<file path="src/design/crp_pkg.sv">
// crp_pkg: shared types and constants of the circle raster painter.
// No dependencies; every other design file but crp_ram refers to it by scoped names.
`default_nettype none

package crp_pkg;

    localparam int MAX_SIDE_DEF = 256;

    // fixed field widths
    localparam int KIND_W     = 2;
    localparam int FIX_W      = 20;
    localparam int CHAR_W     = 8;
    localparam int COORD_W    = 8;
    localparam int STATUS_W   = 2;
    localparam int CFG_SIDE_W = 9;
    localparam int CFG_IDX_W  = 2;
    localparam int CFG_DATA_W = 9;
    localparam int SQ_W       = 2 * FIX_W;

    localparam logic [FIX_W-1:0] ONE_FIX = FIX_W'(256);

    // item kinds
    localparam logic [KIND_W-1:0] KIND_CLEAR = 2'd0;
    localparam logic [KIND_W-1:0] KIND_DRAW  = 2'd1;
    localparam logic [KIND_W-1:0] KIND_READ  = 2'd2;

    // result status codes
    localparam logic [STATUS_W-1:0] STATUS_OK     = 2'd0;
    localparam logic [STATUS_W-1:0] STATUS_RADIUS = 2'd1;
    localparam logic [STATUS_W-1:0] STATUS_SHAPE  = 2'd2;

    // configuration register indexes
    localparam logic [CFG_IDX_W-1:0] CFG_WIDTH  = 2'd0;
    localparam logic [CFG_IDX_W-1:0] CFG_HEIGHT = 2'd1;
    localparam logic [CFG_IDX_W-1:0] CFG_BG     = 2'd2;

    // shape characters
    localparam logic [CHAR_W-1:0] SHAPE_FILLED = 8'h43;  // 'C'
    localparam logic [CHAR_W-1:0] SHAPE_RIM    = 8'h63;  // 'c'

    typedef struct packed {
        logic [KIND_W-1:0]       kind;
        logic signed [FIX_W-1:0] center_x;
        logic signed [FIX_W-1:0] center_y;
        logic signed [FIX_W-1:0] radius;
        logic [CHAR_W-1:0]       shape_char;
        logic [CHAR_W-1:0]       paint_char;
        logic [COORD_W-1:0]      row;
        logic [COORD_W-1:0]      column;
    } t_cmd_word;

    typedef struct packed {
        logic [STATUS_W-1:0] status;
        logic [CHAR_W-1:0]   pixel;
    } t_rsp_word;

    // circle setup handed to the distance test pipeline
    typedef struct packed {
        logic signed [FIX_W-1:0] cx;
        logic signed [FIX_W-1:0] cy;
        logic [SQ_W-1:0]         r2;
        logic [SQ_W-1:0]         rim2;
        logic                    rim_all;
        logic                    filled;
    } t_circle;

    typedef enum logic [2:0] {
        ST_IDLE,
        ST_CLEAR,
        ST_SETUP,
        ST_DRAW,
        ST_DRAIN,
        ST_READ,
        ST_RDATA,
        ST_RESULT
    } t_state;

endpackage

`default_nettype wire

</file>
<file path="src/design/crp_dist.sv">
// crp_dist: pipelined squared-distance test, one pixel per cycle, three stages.
// Depends on crp_pkg (t_circle).
`default_nettype none

module crp_dist #(
    parameter int MAX_SIDE = crp_pkg::MAX_SIDE_DEF,
    localparam int SIDE_W  = $clog2(MAX_SIDE + 1),
    localparam int DEPTH   = MAX_SIDE * MAX_SIDE,
    localparam int AW      = (DEPTH > 1) ? $clog2(DEPTH) : 1
) (
    input  wire logic                 i_clk,
    input  wire logic                 i_rst_n,
    input  wire logic                 i_issue,
    input  wire logic [SIDE_W-1:0]    i_col,
    input  wire logic [SIDE_W-1:0]    i_row,
    input  wire logic [AW-1:0]        i_addr,
    input  wire crp_pkg::t_circle     i_circ,
    output logic                      o_we,
    output logic [AW-1:0]             o_waddr,
    output logic                      o_busy
);

    localparam int POS_W = SIDE_W + 9;  // col*256 with a sign bit
    localparam int DX_W  = ((POS_W > crp_pkg::FIX_W) ? POS_W : crp_pkg::FIX_W) + 1;
    localparam int P_W   = 2 * DX_W;
    localparam int D_W   = P_W + 1;

    logic signed [POS_W-1:0] col_fix, row_fix;
    logic signed [DX_W-1:0]  dx, dy;
    logic signed [P_W-1:0]   dx_ext, dy_ext, dx_sq, dy_sq;
    logic [D_W-1:0]          r2_ext, rim2_ext;
    logic                    in_disk, on_rim;

    logic               r_p1_valid, r_p2_valid;
    logic [P_W-1:0]     r_p1_dx2, r_p1_dy2;
    logic [AW-1:0]      r_p1_addr, r_p2_addr;
    logic [D_W-1:0]     r_p2_d2;

    always_comb begin
        col_fix = $signed({1'b0, i_col, 8'h00});
        row_fix = $signed({1'b0, i_row, 8'h00});
        dx      = DX_W'(col_fix) - DX_W'(i_circ.cx);
        dy      = DX_W'(row_fix) - DX_W'(i_circ.cy);
        dx_ext  = P_W'(dx);
        dy_ext  = P_W'(dy);
        dx_sq   = dx_ext * dx_ext;
        dy_sq   = dy_ext * dy_ext;
    end

    // stage 1: squares, stage 2: sum
    always_ff @(posedge i_clk) begin
        if (!i_rst_n) begin
            r_p1_valid <= 1'b0;
            r_p2_valid <= 1'b0;
        end else begin
            r_p1_valid <= i_issue;
            r_p2_valid <= r_p1_valid;
        end
    end

    always_ff @(posedge i_clk) begin
        r_p1_dx2  <= dx_sq;
        r_p1_dy2  <= dy_sq;
        r_p1_addr <= i_addr;
        r_p2_d2   <= D_W'(r_p1_dx2) + D_W'(r_p1_dy2);
        r_p2_addr <= r_p1_addr;
    end

    // stage 3: compare against r^2 and (r-1)^2
    always_comb begin
        r2_ext   = D_W'(i_circ.r2);
        rim2_ext = D_W'(i_circ.rim2);
        in_disk  = (r_p2_d2 <= r2_ext);
        on_rim   = i_circ.filled || i_circ.rim_all || (r_p2_d2 > rim2_ext);
    end

    assign o_we    = r_p2_valid && in_disk && on_rim;
    assign o_waddr = r_p2_addr;
    assign o_busy  = r_p1_valid || r_p2_valid;

endmodule

`default_nettype wire

</file>
<file path="config.mk">
export PLATFORM = sky130hd
export DESIGN_NAME = crp_dist
export DESIGN_NICKNAME = d
export VERILOG_FILES = /design/src/design/crp_pkg.sv /design/src/design/crp_dist.sv
export SDC_FILE = /design/constraint.sdc
export NUM_CORES = 2
export LEC_CHECK = 0
export ABC_AREA = 1
export BUFFER_PORTS_ARGS = -buffer_cell sky130_fd_sc_hd__buf_4
export CORE_AREA = 2 2 264 266
export DETAILED_ROUTE_END_ITERATION = 6
export DIE_AREA = 0 0 266 268
export GPL_ROUTABILITY_DRIVEN = 0
export HOLD_SLACK_MARGIN = 0.06
export PLACE_DENSITY = 0.78
export SYNTH_ARGS = -nofsm -noshare
export SYNTH_HDL_FRONTEND = slang
export SYNTH_SLANG_ARGS = --single-unit
</file>
<file path="constraint.sdc">
create_clock -name i_clk -period 11.5 [get_ports i_clk]
set_input_delay 2.3 -clock i_clk [delete_from_list [all_inputs] [get_ports i_clk]]
set_output_delay 2.3 -clock i_clk [all_outputs]
set_load 0.03 [all_outputs]
</file>
* Word-level counts from Yosys, hierarchy flattened
Cells that the tools add are included.
Storage, ports and cells: input bits 159, output and inout bits 18, word-level logic and storage cells 19, register bits 161
Cells by class: magnitude comparators 2, add/subtract/negate cells 3, reductions and logical operators 5, multipliers 2
Operators with widths (number):
- multiplier 21 x 21 -> 42 bit | 2
- adder 42 x 42 -> 43 bit | 1
- greater-than comparator 43 x 40 -> 1 bit | 1
- less-or-equal comparator 43 x 40 -> 1 bit | 1
- subtractor 18 x 20 -> 21 bit | 2
- logical OR 1 bit | 3
- logical AND 1 bit | 2

* Logic depth before layout (Yosys ltp)
depth in word-level cells 3, depth in mapped cells 40, depth with buffers taken out 38

* Worst setup path before layout
Ideal clock, no wire load.
path kind in2reg, from input port i_circ[82] (netlist name), to register r_p1_dy2[36], buffers on the path 3, setup time 0.112 ns, data required time 11.388 ns, stages on the path 31, arrival time 9.405 ns, path slack 1.983 ns, cells stage by stage inv_1 clkbuf_1 clkbuf_1 ha_1 nand3_1 inv_1 nand2_1 nand2_1 buf_1 nor2_1 inv_1 fa_1 fa_1 inv_1 fa_1 inv_1 fa_1 inv_1 fa_1 inv_1 fa_1 fa_1 inv_1 ha_1 a21o_1 or2_2 o21bai_1 a21oi_1 nand2_1 nand2_1 nand2_1
Between the ends: word-level cells in the longest chain between the ends 2
Ends and longest elaborated chain:
- start, declared | line crp_dist.sv:17 | input wire crp_pkg::t_circle i_circ,
- subtractor 18 x 20 -> 21 bit | line crp_dist.sv:43 | dy = DX_W'(row_fix) - DX_W'(i_circ.cy);
- multiplier 21 x 21 -> 42 bit | line crp_dist.sv:47 | dy_sq = dy_ext * dy_ext;
- net dy_sq[36] | line crp_dist.sv:30 | logic signed [P_W-1:0] dx_ext, dy_ext, dx_sq, dy_sq;
- end signal, assigned | line crp_dist.sv:63 | r_p1_dy2 <= dy_sq;
- end, declared | line crp_dist.sv:35 | logic [P_W-1:0] r_p1_dx2, r_p1_dy2;
The timed path passes the listed nets, and every way through them passes these cells. A chain may end at the register's enable or synchronous reset.

* Worst setup path after layout
from input port i_col[1], to register r_p1_dx2[41]
Between the ends: word-level cells in the longest chain between the ends 2
Ends and longest elaborated chain:
- start, declared | line crp_dist.sv:14 | input wire logic [SIDE_W-1:0] i_col,
- subtractor 18 x 20 -> 21 bit | line crp_dist.sv:42 | dx = DX_W'(col_fix) - DX_W'(i_circ.cx);
- multiplier 21 x 21 -> 42 bit | line crp_dist.sv:46 | dx_sq = dx_ext * dx_ext;
- net dx_sq[41] | line crp_dist.sv:30
- end signal, assigned | line crp_dist.sv:62 | r_p1_dx2 <= dx_sq;
- end, declared | line crp_dist.sv:35
The timed path passes the listed nets, and every way through them passes these cells.

==> impl_metrics.py <==
metrics = {
    "status": {
        "status": "finished with violations",
        "violations": "design-rule violations",
    },
    "finish": {
        "final_common_cell": "inv_1",
        "nNetsFinal": 6657,
        "postLayoutCellArea_mm2": 0.0437,
        "final_cell_mix": "inv_1 (1360), nand2_1 (885), fa_1 (823)",
        "drive_gt1_share_pct": 6.46,
        "syn_to_final_growth_pct": 7.06,
        "fin_util_pct": 64.0,
        "n_antenna_cell": 0,
    },
    "sta": {
        "fin_crit_sh_pct": 89.0,
        "rsz0062_at_grt": "false",
        "worst-slew-pin-transition_ps": 885,
        "max_freq_ghz": 0.0978,
        "slew_headroom_pct": 40.9,
        "hold_viol": 0,
        "setup_viol_count_final": 0,
        "fin_setup_tns_ps": 0,
        "maxSlewViolCount": 0,
        "finClkSkew_ps": 17.7,
        "min_period_ps": 10230,
    },
    "floorplanning": {
        "die-height_um": 268,
        "initial_core_util_pct": 59.8,
        "core_area_mm2": 0.0682,
        "std_cell_rows": 96,
        "die_w_um": 266,
        "die_area_mm2": 0.0713,
        "pin_count": 177,
    },
    "grt": {
        "grt_overflow": 0,
        "grt_pass1_wl_mm": 174,
        "grt_start_max_net_pins": 22,
        "grt_pass1_vias": 35200,
        "gr-usage-all-layers_pct": 31.0,
        "antenna_found_initial": 0,
    },
    "clock_network": {
        "cts_buffers": 17,
        "cts.sinks": 159,
        "cts_tree": "done",
        "clk_path_buf_depth": 2,
        "cts.clk_slew.worst_paths_ps": 80,
        "cts_resized": 0,
        "clock_latency_ps": 430,
        "post_cts_buffers": 0,
        "root_buffer": "clkbuf_16",
        "htree_levels": 4,
        "cts_hold_buf": 0,
    },
    "logic_synthesis": {
        "synthFlopType": "dfxtp_1",
        "synth_edf_count": 0,
        "yosys-top-cells-area": "fa_1 (40%), inv_1 (13%), ha_1 (12%), nand2_1 (8.1%), dfxtp_1 (7.8%)",
        "synth_top_area_share_pct": 40.4,
        "async_flop_share_pct": 0,
        "synth.net_count": 6492,
        "yosysSeqAreaShare_pct": 7.80,
        "synth_cell_types": 50,
        "yosys.area.top_type": "fa_1",
        "synth_area_mm2": 0.0408,
        "ys.warnings.count": 0,
        "synth_cells": 5120,
        "syn_avg_cell_area_um2": 7.97,
        "ys_ff_latch": 159,
    },
    "setup_path": {
        "cp_max_fo": 16,
        "crit_family": "adder cells",
        "cp_num_buf_inv": 10,
        "slowest_stage": "fa_1",
        "path_class": "input pin to flop",
        "cp_data_arrival_time_ps": 10560,
        "endpoint_kind": "flop",
        "crit_required_ps": 11830,
        "startpoint_type": "input pin",
        "critical_path.max_stage_delay_ps": 770,
    },
    "routing": {
        "vias": 33500,
        "wirelength_mm": 106,
        "firstDrtPassIters": 7,
        "dr_wl_met2_mm": 49.7,
        "antenna_left": 0,
        "wl_per_cell_um": 17.2,
        "routed-wl-met3_mm": 10.0,
        "highest_layer": "met4",
        "met1_length_mm": 42.1,
        "viasPerCell": 5.42,
        "drt_iter0_drc": 2868,
        "drc_errors": 7,
    },
    "placement": {
        "numPortBuffers": 176,
        "dp_hpwl_mm": 93.4,
        "dpl_cell_area_mm2": 0.0431,
    },
    "min_path": {
        "holdCritPathClass": "flop to flop",
    },
    "run": {
        "maxCapViolCount": 0,
    },
}
[cells in the mapped netlist, types with 37 or more instances]
library cell and n:
inv_1 1360, nand2_1 885, fa_1 823, nor2_1 579
ha_1 390, a21oi_1 197, dfxtp_1 159, nand3_1 142
o21ai_0 112, xor2_1 84, nand4_1 62, o21bai_1 37
[metal layers]
layer / vias up / global-route usage, %
li1: 15500 / -
met1: 16000 / 40.4
met2: 1648 / 52.1
met3: 317 / 5.28
met4: 0 / 11.9
met5: - / 0
[area by class of cell]
class / count / area, µm²
flip-flops and latches: 159 / 3180
clock buffers: 18 / 439
inverters: 1397 / 5250
clock inverters: 14 / 156
repair buffers: 200 / 1500
multi-input cells: 3510 / 32100
well taps: 882 / 1100
fillers: 5789 / 24500
[cell families (layout without fill, tap and decap cells)]
logic type               after synthesis  in the layout  share of synthesized area [%]
AO/OA/AOI/OAI                        390            390                           5.24
XOR/XNOR                             117            117                           2.73
adder cells (fa/ha/maj)             1213           1213                           52.3
buffers and inverters               1451           1629                           13.6
flip-flops                           159            159                           7.80
AND/OR/NAND/NOR                     1790           1790                           18.2
[stage by stage]
stage | setup WS, ps | cells | hold slack (ps)
2_1_floorplan | 1980 | 5120 | 310
3_3_place_gp | 1130 | 6148 | 310
3_5_place_dp | 962 | 6148 | 315
4_1_cts | 1390 | 6180 | 331
5_1_grt | 792 | 6180 | 333
6_report | 1270 | 6180 | 329
[flip-flops by register name (all words and copies together) (netlist names)]
register    count
o_waddr        16
r_p1_addr      16
r_p1_dx2       41
r_p1_dy2       41
r_p1_valid      1
r_p2_d2        43
r_p2_valid      1
[final timing paths]
path                                      startpoint                   end  slack, ps  depth (start not counted)
worst max register to register   r_p1_dy2[5]$_DFF_P_   r_p2_d2[32]$_DFF_P_       8960                         11
worst min-delay path            r_p1_addr[6]$_DFF_P_    o_waddr[6]$_DFF_P_        330                          0
worst max-delay path                        i_col[1]  r_p1_dx2[41]$_DFF_P_       1270                         31
worst min register to register  r_p1_addr[6]$_DFF_P_    o_waddr[6]$_DFF_P_        330                          0
Power is not shown: default switching activity piles up to over one toggle a cycle in this logic, so the estimate is an artifact.
